## src/hw/rtl/quaternion_gyro_integrator_unit_defines.svh

```systemverilog
// ----------------------------------------------------------------------------
// quaternion_gyro_integrator_unit_defines
// Assertion macros for the quaternion gyro integrator.
// ----------------------------------------------------------------------------
`ifndef QUATERNION_GYRO_INTEGRATOR_UNIT_DEFINES_SVH
`define QUATERNION_GYRO_INTEGRATOR_UNIT_DEFINES_SVH

// Implication checked at every clock edge outside reset.
`define QGI_ASSERT_IMP(label, ante, cons, msg) \
  label: assert property (@(posedge clk) disable iff (rst) (ante) |-> (cons)) \
    else $error(msg);

// Next-cycle implication checked outside reset.
`define QGI_ASSERT_NEXT(label, ante, cons, msg) \
  label: assert property (@(posedge clk) disable iff (rst) (ante) |=> (cons)) \
    else $error(msg);

`endif

```

## src/hw/rtl/qgi_pkg.sv

```systemverilog
// ----------------------------------------------------------------------------
// qgi_pkg
// Shared types and constants of the quaternion gyro integrator.
// ----------------------------------------------------------------------------
package qgi_pkg;

  localparam int unsigned SqrtSteps = 32;
  localparam int unsigned DivSteps  = 32;
  localparam int unsigned Depth     = 8 + SqrtSteps + DivSteps;
  localparam logic [31:0] StepReset = 32'd4294967;

  typedef struct packed {
    logic        degen;
    logic [3:0]  sign;
    logic [30:0] m0;
    logic [30:0] m1;
    logic [30:0] m2;
    logic [30:0] m3;
  } norm_t;

  // item travelling along the root cell chain
  typedef struct packed {
    logic        degen;
    logic [3:0]  sign;
    logic [30:0] m0;
    logic [30:0] m1;
    logic [30:0] m2;
    logic [30:0] m3;
    logic [63:0] rem;
    logic [31:0] root;
  } sq_t;

  // item travelling along the divider cell chain
  typedef struct packed {
    logic        degen;
    logic [3:0]  sign;
    logic [31:0] len;
    logic [63:0] r0;
    logic [63:0] r1;
    logic [63:0] r2;
    logic [63:0] r3;
    logic [31:0] q0;
    logic [31:0] q1;
    logic [31:0] q2;
    logic [31:0] q3;
  } dv_t;

  function automatic logic signed [31:0] sat32(input logic signed [63:0] v);
    logic signed [31:0] r;
    if (v > 64'sd2147483647) begin
      r = 32'sh7fffffff;
    end else if (v < -64'sd2147483648) begin
      r = 32'sh80000000;
    end else begin
      r = v[31:0];
    end
    return r;
  endfunction

  // signed round to nearest, ties away, by 2^s
  function automatic logic signed [63:0] rnd(input logic signed [63:0] v,
                                             input int unsigned s);
    logic [63:0] m;
    logic [63:0] q;
    m = v[63] ? (64'd0 - 64'(v)) : 64'(v);
    q = (m + (64'd1 << (s - 1))) >> s;
    return v[63] ? -$signed(q) : $signed(q);
  endfunction

endpackage

```

## src/hw/rtl/qgi_sqrt_cell.sv

```systemverilog
// ----------------------------------------------------------------------------
// qgi_sqrt_cell
// One digit of the restoring integer square root.
// ----------------------------------------------------------------------------
module qgi_sqrt_cell (
  input  logic          clk,
  input  logic          en,
  input  logic [4:0]    idx,
  input  qgi_pkg::sq_t  din,
  output qgi_pkg::sq_t  dout
);

  logic [63:0] trial;
  logic [63:0] bitv;
  qgi_pkg::sq_t dout_next;

  always_comb begin
    bitv  = 64'd1 << {idx, 1'b0};
    trial = ({32'd0, din.root} << idx) + ({32'd0, din.root} << idx) + bitv;
    dout_next = din;
    if (din.rem >= trial) begin
      dout_next.rem  = din.rem - trial;
      dout_next.root = din.root | (32'd1 << idx);
    end
  end

  always_ff @(posedge clk) begin
    if (en) begin
      dout <= dout_next;
    end
  end

endmodule

```

## config.mk

```make
export PLATFORM = sky130hd
export DESIGN_NAME = qgi_sqrt_cell
export DESIGN_NICKNAME = d
export VERILOG_FILES = /design/src/hw/rtl/quaternion_gyro_integrator_unit_defines.svh /design/src/hw/rtl/qgi_pkg.sv /design/src/hw/rtl/qgi_sqrt_cell.sv
export SDC_FILE = /design/constraint.sdc
export NUM_CORES = 1
export LEC_CHECK = 0
export ABC_AREA = 1
export BUFFER_PORTS_ARGS = -buffer_cell sky130_fd_sc_hd__clkbuf_2
export CORE_MARGIN = 8
export CORE_UTILIZATION = 45
export DETAILED_ROUTE_END_ITERATION = 8
export GPL_TIMING_DRIVEN = 0
export PLACE_DENSITY_LB_ADDON = 0.25
export SYNTH_ARGS = -nofsm -noshare
export SYNTH_HDL_FRONTEND = slang
export SYNTH_SLANG_ARGS = --single-unit
```

## constraint.sdc

```tcl
create_clock -name clk -period 6.6 [get_ports clk]
set_input_delay 0.33 -clock clk [delete_from_list [all_inputs] [get_ports clk]]
set_output_delay 0.33 -clock clk [all_outputs]
set_load 0.01 [all_outputs]
```

==> impl_metrics.py <==
metrics = {
    "status": {
        "status": "completed",
    },
    "power": {
        "total_power_w": 0.00508,
        "comb_power_share": 0.343,
        "p_per_area_mw_per_mm2": 217,
        "p_leak_nw": 11.0,
        "pwr-share-clk": 0.298,
        "peakVddDrop_mv": 0.187,
        "switching_share": 0.360,
        "p_sw_w": 0.00183,
        "p_int_w": 0.00325,
        "pwr-share-seq": 0.359,
    },
    "sta": {
        "worstMarginPinSlew_ns": 0.961,
        "fmax_mhz": 155,
        "finalSetupViolCount": 0,
        "slew_headroom": 0.353,
        "final.period_utilization": 0.978,
        "maxSlewViolCount": 0,
        "layout_min_cycle_time_ns": 6.46,
        "grt_setup_unrepaired": "true",
        "worst_slack_ns": 0.144,
        "finalHoldViolations": 0,
    },
    "clock_tree": {
        "clk_pin_slew_ns": 0.06,
        "root_buffer": "clkbuf_16",
        "cts_sinks": 225,
        "cts_tree": "yes",
        "cts_buffers": 24,
        "htree_levels": 1,
        "clockBufferDepth": 3,
    },
    "drt": {
        "wirelength_um": 86100,
        "post-route-drc-count": 0,
        "via_count": 20700,
        "first_pass_iters": 6,
        "ant_nets": 0,
        "drt-initial-drc-count": 2148,
        "wl_per_cell_um": 23.1,
        "via_per_inst": 5.55,
    },
    "floorplanning": {
        "rows": 73,
        "core_area_mm2": 0.0398,
        "initial_core_util": 0.457,
        "dieArea_mm2": 0.0471,
        "die_height_um": 217,
        "ios": 457,
        "die_x_um": 217,
    },
    "logic_synthesis": {
        "synth_top_area_cell": "edfxtp_1",
        "syn_nets": 2896,
        "ys_types": 40,
        "synth_seq_cells": 225,
        "synth_edf_count": 225,
        "synth_ff_type": "edfxtp_1",
        "syn_avg_cell_area_um2": 7.08,
        "synthCells": 2567,
        "yosysWarnings": 0,
        "syn_area_mm2": 0.0182,
        "netlist_top_cells_area": "edfxtp_1 (37%), nand2_1 (16%), ha_1 (6.6%)",
        "ys_seq_area_frac": 0.372,
        "async_flop_share": 0,
        "netlist.area_leader.share": 0.372,
    },
    "min_path": {
        "holdPathStages": 1,
        "hold_class": "input pin to flop",
    },
    "finish": {
        "post-route-util": 0.589,
        "largest_register_ffs": 225,
        "layout-drive-gt1-share": 0.179,
        "largest-register": "dout",
        "top_regs": "dout (225)",
        "nets": 3504,
        "syn2layout_area_growth_pct": 28.9,
    },
    "setup_path": {
        "worst_path_max_delay_cell": "o21ai_0",
        "critPathTopFamily": "compound AO/OA/AOI/OAI gates",
        "critical_path.most_common_cell": "nand2_1",
        "cpPeakStageDelay_ns": 0.43,
        "endpoint_kind": "flop",
        "cp-start-kind": "input pin",
        "critical_path_depth": 29,
        "cp_max_fo": 10,
        "cp.required_ns": 6.87,
        "worstPathBufferInverterCount": 6,
        "crit_arrival_ns": 6.72,
        "criticalPathCategory": "input pin to flop",
    },
    "global_routing": {
        "antenna_found_initial": 10,
        "overflow": 0,
        "grt_start_max_net_pins": 125,
        "grt_usage": 0.344,
        "grt_pass1_wl_um": 125000,
        "first_global_vias": 19700,
    },
    "placement": {
        "dp_hpwl_um": 68100,
        "dp_slack_ns": -1.11,
        "portBuffers": 455,
        "gp_congestion": 1.00,
    },
    "flow_run": {
        "cap_violations": 0,
    },
}
area by class of cell:
type                            instances  area [um^2]
Sequential cell                       225         6760
Buffer                                 61          300
Clock inverter                         17          221
Inverter                              321         1200
Antenna cell                            8         20.0
Fill cell                            3805        16400
Tap cell                              525          657
Timing Repair Buffer                  583         3580
Clock buffer                           27          633
Multi-Input combinational cell       1959        10100
routing by layer:
metal	share of wire	GRT usage	vias up
met5	0.00049	0	-
li1	-	-	9761
met4	0.048	0.144	6
met1	0.39	0.424	9730
met2	0.47	0.585	1026
met3	0.086	0.0652	174
repair_timing:
item | 4_1_cts | 5_1_grt
setup endpoints to repair | 92 | 96
endpoints found under the hold margin | 126 | 1
buffers inserted | 0 | 0
resized for setup | 19 | 58
hold buffers | 126 | 1
pin swaps | 0 | 1
placed cells by master (no fill, tap or decap), drive strengths merged, types with 7 or more instances in the layout:
cell type and n:
a21o 31, a21oi 116, a31oi 22, and2 7
buf 24, clkbuf 520, clkinv 8, diode 8
dlygate4sd3 127, edfxtp 225, ha 96, inv 322
mux2i 28, nand2 764, nand3 239, nand3b 10
nand4 25, nor2 276, nor3 35, o21a 7
o21ai 182, o21bai 14, or2 8, xnor2 40
xor2 36
final timing paths:
check,startpoint,endpoint,slack [ns]
hold / removal,din[176],dout[176],0.02
setup / recovery,idx[0],dout[16],0.14
cell usage after synthesis, types with 3 or more instances:
library cell  instances
a211oi_1              3
a21boi_0              4
a21o_1               31
a21oi_1             116
a31oi_1              22
and2_1                7
buf_1                15
buf_2                16
buf_4                 3
clkbuf_1             28
edfxtp_1            225
ha_1                 96
inv_1               318
inv_2                 3
mux2i_1              28
nand2_1             764
nand3_1             239
nand3b_1             10
nand4_1              25
nor2_1              275
nor3_1               34
nor4_1                5
o211ai_1              3
o21a_1                7
o21ai_0             167
o21ai_1              15
o21bai_1             14
or2_2                 8
xnor2_1              40
xor2_1               36
through the flow:
step	std cells	TNS [ns]	hold slack [ns]	area, um^2
2_1_floorplan	2567	0	0.429	18200
4_1_cts	3717	0	0.00209	23300
6_report	3726	0	0.0187	23400
5_1_grt	3725	-0.0837	0.0115	23400
3_5_place_dp	3548	-80.25	0.509	21200
3_3_place_gp	3547	-76.47	0.507	21100
power by group through the flow:
stage	registers, W	clock network (W)	logic, W
after global placement	0.00185	0	0.00160
after detailed placement	0.00184	0	0.00160
final	0.00182	0.00151	0.00174
after floorplan	0.00193	0	0.000838
after CTS	0.00182	0.00149	0.00168
after global routing	0.00184	0.00157	0.00186
cell families (layout without fill, tap and decap cells):
group | count (synthesis) | count (layout) | synth area share
buf+inv | 383 | 1009 | 0.0808
mux | 28 | 28 | 0.0154
fa+ha+maj | 97 | 97 | 0.0672
xor+xnor | 76 | 76 | 0.0366
flops | 225 | 225 | 0.372
simple gates | 1370 | 1370 | 0.310
compound gates | 388 | 388 | 0.118
other cells | 0 | 8 | 0
Power figures use the tool's default switching activity.
