--- config.mk ---
export PLATFORM = sky130hd
export DESIGN_NAME = qgi_div_cell
export DESIGN_NICKNAME = d
export VERILOG_FILES = /design/src/hw/rtl/quaternion_gyro_integrator_unit_defines.svh /design/src/hw/rtl/qgi_pkg.sv /design/src/hw/rtl/qgi_div_cell.sv
export SDC_FILE = /design/constraint.sdc
export NUM_CORES = 1
export LEC_CHECK = 0
export ABC_AREA = 1
export BUFFER_PORTS_ARGS = -buffer_cell sky130_fd_sc_hd__buf_2
export CAP_MARGIN = 20
export CORE_AREA = 2 2 331 333
export CTS_BUF_LIST = sky130_fd_sc_hd__clkbuf_8 sky130_fd_sc_hd__clkbuf_16
export DETAILED_ROUTE_END_ITERATION = 7
export DIE_AREA = 0 0 333 335
export SYNTH_ARGS = -nofsm -noshare
export SYNTH_HDL_FRONTEND = slang
export SYNTH_SLANG_ARGS = --single-unit
--- constraint.sdc ---
create_clock -name clk -period 3.53 [get_ports clk]
set_input_delay 0.353 -clock clk [delete_from_list [all_inputs] [get_ports clk]]
set_output_delay 0.353 -clock clk [all_outputs]
set_load 0.02 [all_outputs]
--- src/hw/rtl/quaternion_gyro_integrator_unit_defines.svh ---
// ----------------------------------------------------------------------------
// quaternion_gyro_integrator_unit_defines
// Assertion macros for the quaternion gyro integrator.
// ----------------------------------------------------------------------------
`ifndef QUATERNION_GYRO_INTEGRATOR_UNIT_DEFINES_SVH
`define QUATERNION_GYRO_INTEGRATOR_UNIT_DEFINES_SVH

// Implication checked at every clock edge outside reset.
`define QGI_ASSERT_IMP(label, ante, cons, msg) \
  label: assert property (@(posedge clk) disable iff (rst) (ante) |-> (cons)) \
    else $error(msg);

// Next-cycle implication checked outside reset.
`define QGI_ASSERT_NEXT(label, ante, cons, msg) \
  label: assert property (@(posedge clk) disable iff (rst) (ante) |=> (cons)) \
    else $error(msg);

`endif

--- src/hw/rtl/qgi_pkg.sv ---
// ----------------------------------------------------------------------------
// qgi_pkg
// Shared types and constants of the quaternion gyro integrator.
// ----------------------------------------------------------------------------
package qgi_pkg;

  localparam int unsigned SqrtSteps = 32;
  localparam int unsigned DivSteps  = 32;
  localparam int unsigned Depth     = 8 + SqrtSteps + DivSteps;
  localparam logic [31:0] StepReset = 32'd4294967;

  typedef struct packed {
    logic        degen;
    logic [3:0]  sign;
    logic [30:0] m0;
    logic [30:0] m1;
    logic [30:0] m2;
    logic [30:0] m3;
  } norm_t;

  // item travelling along the root cell chain
  typedef struct packed {
    logic        degen;
    logic [3:0]  sign;
    logic [30:0] m0;
    logic [30:0] m1;
    logic [30:0] m2;
    logic [30:0] m3;
    logic [63:0] rem;
    logic [31:0] root;
  } sq_t;

  // item travelling along the divider cell chain
  typedef struct packed {
    logic        degen;
    logic [3:0]  sign;
    logic [31:0] len;
    logic [63:0] r0;
    logic [63:0] r1;
    logic [63:0] r2;
    logic [63:0] r3;
    logic [31:0] q0;
    logic [31:0] q1;
    logic [31:0] q2;
    logic [31:0] q3;
  } dv_t;

  function automatic logic signed [31:0] sat32(input logic signed [63:0] v);
    logic signed [31:0] r;
    if (v > 64'sd2147483647) begin
      r = 32'sh7fffffff;
    end else if (v < -64'sd2147483648) begin
      r = 32'sh80000000;
    end else begin
      r = v[31:0];
    end
    return r;
  endfunction

  // signed round to nearest, ties away, by 2^s
  function automatic logic signed [63:0] rnd(input logic signed [63:0] v,
                                             input int unsigned s);
    logic [63:0] m;
    logic [63:0] q;
    m = v[63] ? (64'd0 - 64'(v)) : 64'(v);
    q = (m + (64'd1 << (s - 1))) >> s;
    return v[63] ? -$signed(q) : $signed(q);
  endfunction

endpackage

--- src/hw/rtl/qgi_div_cell.sv ---
// ----------------------------------------------------------------------------
// qgi_div_cell
// One quotient bit of four restoring dividers sharing a divisor.
// ----------------------------------------------------------------------------
module qgi_div_cell (
  input  logic          clk,
  input  logic          en,
  input  qgi_pkg::dv_t  din,
  output qgi_pkg::dv_t  dout
);

  logic [64:0] s [4];
  logic [63:0] rin [4];
  logic [63:0] rout [4];
  logic [3:0]  qb;
  qgi_pkg::dv_t dout_next;

  // remainder in the upper half, dividend bits move up from the lower half
  always_comb begin
    rin[0] = din.r0; rin[1] = din.r1; rin[2] = din.r2; rin[3] = din.r3;
    for (int k = 0; k < 4; k++) begin
      s[k] = {rin[k], 1'b0} - {1'b0, din.len, 32'd0};
      qb[k] = !s[k][64] || rin[k][63];
      rout[k] = qb[k] ? s[k][63:0] : {rin[k][62:0], 1'b0};
    end
    dout_next = din;
    dout_next.r0 = rout[0]; dout_next.r1 = rout[1];
    dout_next.r2 = rout[2]; dout_next.r3 = rout[3];
    dout_next.q0 = {din.q0[30:0], qb[0]};
    dout_next.q1 = {din.q1[30:0], qb[1]};
    dout_next.q2 = {din.q2[30:0], qb[2]};
    dout_next.q3 = {din.q3[30:0], qb[3]};
  end

  always_ff @(posedge clk) begin
    if (en) begin
      dout <= dout_next;
    end
  end

endmodule

==> results.sh <==
export IMPL_die_w_um=333
export IMPL_ioPinCount=844
export IMPL_via_count=24600
export IMPL_synthesized_area_fraction_occupied_by_xor_and_xnor_cells_pct=1.94
export IMPL_synth_top_cells_by_area="sky130_fd_sc_hd__edfxtp_1 50%, sky130_fd_sc_hd__nand2_1 16%, sky130_fd_sc_hd__inv_1 8.9%"
export IMPL_nNetsFinal=4761
export IMPL_fin_hold_ws_ns=0.0417
export IMPL_finalHoldViolCount=0
export IMPL_setup_worst_path_end_class="flop"
export IMPL_muxShareOfSynthArea_pct=0
export IMPL_timing_critical_path_required_ns=3.92
export IMPL_first_global_vias=23800
export IMPL_height_of_the_chip_um=335
export IMPL_synth_most_common_cell="sky130_fd_sc_hd__nand2_1"
export IMPL_area_growth_syn_to_fin_pct=43.3
export IMPL_synth_simple_gate_area_share_pct=28.1
export IMPL_result_of_the_run="finished clean"
export IMPL_remaining_drc_errors=0
export IMPL_antenna_violating_nets_left=0
export IMPL_totalPowerFinal_mw=16.4
export IMPL_grt_busiest_layer="met2"
export IMPL_globalRouteMet2Util_pct=38.6
export IMPL_setup_violations_final=0
export IMPL_synthesis_instances=2992
export IMPL_post_synth_cell_area_avg_um2=8.44
export IMPL_detailedPlacementHpwl_um=108000
export IMPL_grt_pass1_wl_um=178000
export IMPL_yosysTopAreaCell="sky130_fd_sc_hd__edfxtp_1"
export IMPL_post_synthesis_instance_area_um2=25200
export IMPL_detail_route_wl_per_cell_um=23.3
export IMPL_core_rowCount=121
export IMPL_rsz0062_at_grt="false"
export IMPL_maxCapViolations=0
export IMPL_synthesis_yosys_warnings=0
export IMPL_synth_unique_cells=35
export IMPL_core_region_area_um2=108000
export IMPL_global_route_overflow_total=0
export IMPL_final_critical_path_setup_slack_ns=0.629
export IMPL_path_clk_slew_ns=0.06
export IMPL_period_share_pct=82.2
export IMPL_regMostFlops="dout"
export IMPL_pwr_density_cell_nw_per_um2=453
export IMPL_dpl_worst_slack_ns=0.508
export IMPL_synth_flop_type="sky130_fd_sc_hd__edfxtp_1"
export IMPL_synth_compound_gate_area_share_pct=3.31
export IMPL_clock_sink_count=417
export IMPL_timing_critical_path_fanout_max=15
export IMPL_portBuffers=835
export IMPL_synth_sequential_area_ratio_pct=49.6
export IMPL_htree_num_levels=2
export IMPL_gpl_final_weighted_congestion=0.935
export IMPL_yosysTopAreaCellShare_pct=49.6
export IMPL_routed_via_density=4.33
export IMPL_post_cts_setup_buffer_count=0
export IMPL_initial_util_pct=23.3
export IMPL_detailedRoute_firstPassIterationCount=6
export IMPL_layout_top_registers="dout: 417 flops"
export IMPL_synthTopCellsByCount="1083 x sky130_fd_sc_hd__nand2_1, 597 x sky130_fd_sc_hd__inv_1, 417 x sky130_fd_sc_hd__edfxtp_1"
export IMPL_initialDrtViolationCount=1975
export IMPL_finalWorstPathRequiredPeriod_ns=2.90
export IMPL_cp_arrival_ns=3.29
export IMPL_design_die_area_um2=112000
export IMPL_initial_antenna_violation_count=45
export IMPL_layout_cells_sized_above_1_pct=26.6
export IMPL_synth_top_family_by_area="simple AND/OR/NAND/NOR gates"
export IMPL_synth_enable_flop_cells=417
export IMPL_timing_slew_headroom_pct=52.5
export IMPL_maximum_number_of_pins_on_one_net_before_global_route_repair=85
export IMPL_number_of_flip_flops_in_the_largest_register=417
export IMPL_final_max_slew_violation_count=0
export IMPL_cts_tree="yes"
export IMPL_grt_usage_pct=22.8
export IMPL_total_clock_buffers_created_by_cts=52
export IMPL_wl_um=132000
export IMPL_startpoint_type="primary input"
export IMPL_maxClockFrequency_mhz=345
export IMPL_synthesized_flop_and_latch_total=417
export IMPL_cts_path_max_buffers=3
export IMPL_count_of_instances_resized_after_the_clock_tree_is_built=0
export IMPL_met1_track_usage_gr_pct=27.2
export IMPL_hold_path_class="primary input to flop"
export IMPL_asyncSetResetFlopFracSynth_pct=0
export IMPL_grt_use_met3_pct=5.80
export IMPL_stdcell_count=5684
export IMPL_peakVddDrop_v=0.000335
export IMPL_adder_cell_area_share_of_the_yosys_netlist_pct=6.66
export IMPL_cts_root_buffer_cell="sky130_fd_sc_hd__clkbuf_16"
export IMPL_dp_cells=5279
export IMPL_worst_setup_path_type="primary input to flop"
export IMPL_tns_ns=0
export IMPL_leakagePower_nw=18.4
export IMPL_max_slew_worst_pin_slew_ns=0.713
## area by class of cell
class / count / area [um^2]
multi-input combinational: 1937 / 10100
tap: 1414 / 1770
inverter: 605 / 2270
clock buffer: 52 / 1300
sequential: 417 / 12500
fill: 11400 / 71900
clock inverter: 45 / 432
timing repair buffer: 1193 / 7690
antenna: 21 / 52.6
## kinds of logic after synthesis
kind of cell    after synthesis
compound gates              131
xor+xnor                     56
fa+ha+maj                   132
buf+inv                     641
flops                       417
other cells                   1
simple gates               1614
## timing repair
item,4_1_cts,5_1_grt
hold endpoints to repair,287,0
setup endpoints to repair,0,0
hold buffers,287,0
## per-layer routing
| metal | vias to the layer above | routed length [um] | part of all wire, % |
|---|---|---|---|
| met3 | 205 | 10300 | 7.8 |
| met5 | - | 185 | 0.14 |
| met1 | 11400 | 52400 | 40 |
| met4 | 28 | 6550 | 4.9 |
| met2 | 980 | 62800 | 48 |
| li1 | 12000 | - | - |
## where the power goes
| part | internal, mW | switching [mW] |
|---|---|---|
| Clock | 3.09 | 2.43 |
| Combinational | 1.53 | 3.01 |
| Sequential | 6.08 | 0.237 |
## critical path: stages
cell and delay (ns):
sky130_fd_sc_hd__dlygate4sd3_1 0.60, sky130_fd_sc_hd__buf_2 0.15, sky130_fd_sc_hd__inv_1 0.26, sky130_fd_sc_hd__ha_1 0.47, sky130_fd_sc_hd__nand2_1 0.11, sky130_fd_sc_hd__nor2_1 0.23, sky130_fd_sc_hd__and2_1 0.21, sky130_fd_sc_hd__nand3_1 0.11
sky130_fd_sc_hd__nand3_1 0.11, sky130_fd_sc_hd__nand2_1 0.22, sky130_fd_sc_hd__buf_4 0.28, sky130_fd_sc_hd__nand3_1 0.09, sky130_fd_sc_hd__nand2_1 0.06
## worst paths after layout
| path | from | end | cells after the start |
|---|---|---|---|
| worst min-delay path | din[53] | dout[54] | 1 |
| worst max-delay path | din[396] | dout[307] | 13 |
## cells in the final DEF, fill, tap and decap left out, types with 8 or more instances in the layout
cell type	instances
sky130_fd_sc_hd__nand2_1	1083
sky130_fd_sc_hd__buf_2	834
sky130_fd_sc_hd__inv_1	601
sky130_fd_sc_hd__edfxtp_1	417
sky130_fd_sc_hd__dlygate4sd3_1	287
sky130_fd_sc_hd__nand3_1	203
sky130_fd_sc_hd__nor2_1	152
sky130_fd_sc_hd__ha_1	128
sky130_fd_sc_hd__a21oi_1	67
sky130_fd_sc_hd__buf_4	63
sky130_fd_sc_hd__xor2_1	52
sky130_fd_sc_hd__clkbuf_16	52
sky130_fd_sc_hd__nand3_2	51
sky130_fd_sc_hd__o21ai_2	36
sky130_fd_sc_hd__nand4_1	28
sky130_fd_sc_hd__diode_2	21
sky130_fd_sc_hd__nand2_2	19
sky130_fd_sc_hd__and2_1	16
sky130_fd_sc_hd__nor3_1	16
sky130_fd_sc_hd__nand3b_1	12
sky130_fd_sc_hd__o21bai_1	12
sky130_fd_sc_hd__o21ai_1	12
sky130_fd_sc_hd__clkinv_2	10
sky130_fd_sc_hd__clkinv_1	9
sky130_fd_sc_hd__inv_2	8
sky130_fd_sc_hd__nor3_4	8
sky130_fd_sc_hd__buf_12	8
## stage by stage
stage | utilization (%) | cell area (um^2)
final | 33.5 | 36200
after global routing | 33.4 | 36100
after CTS | 33.4 | 36100
after detailed placement | 29.1 | 31500
after global placement | 29.1 | 31500
after floorplan | - | 25300
Note: power is estimated with default switching activity, not from simulation.
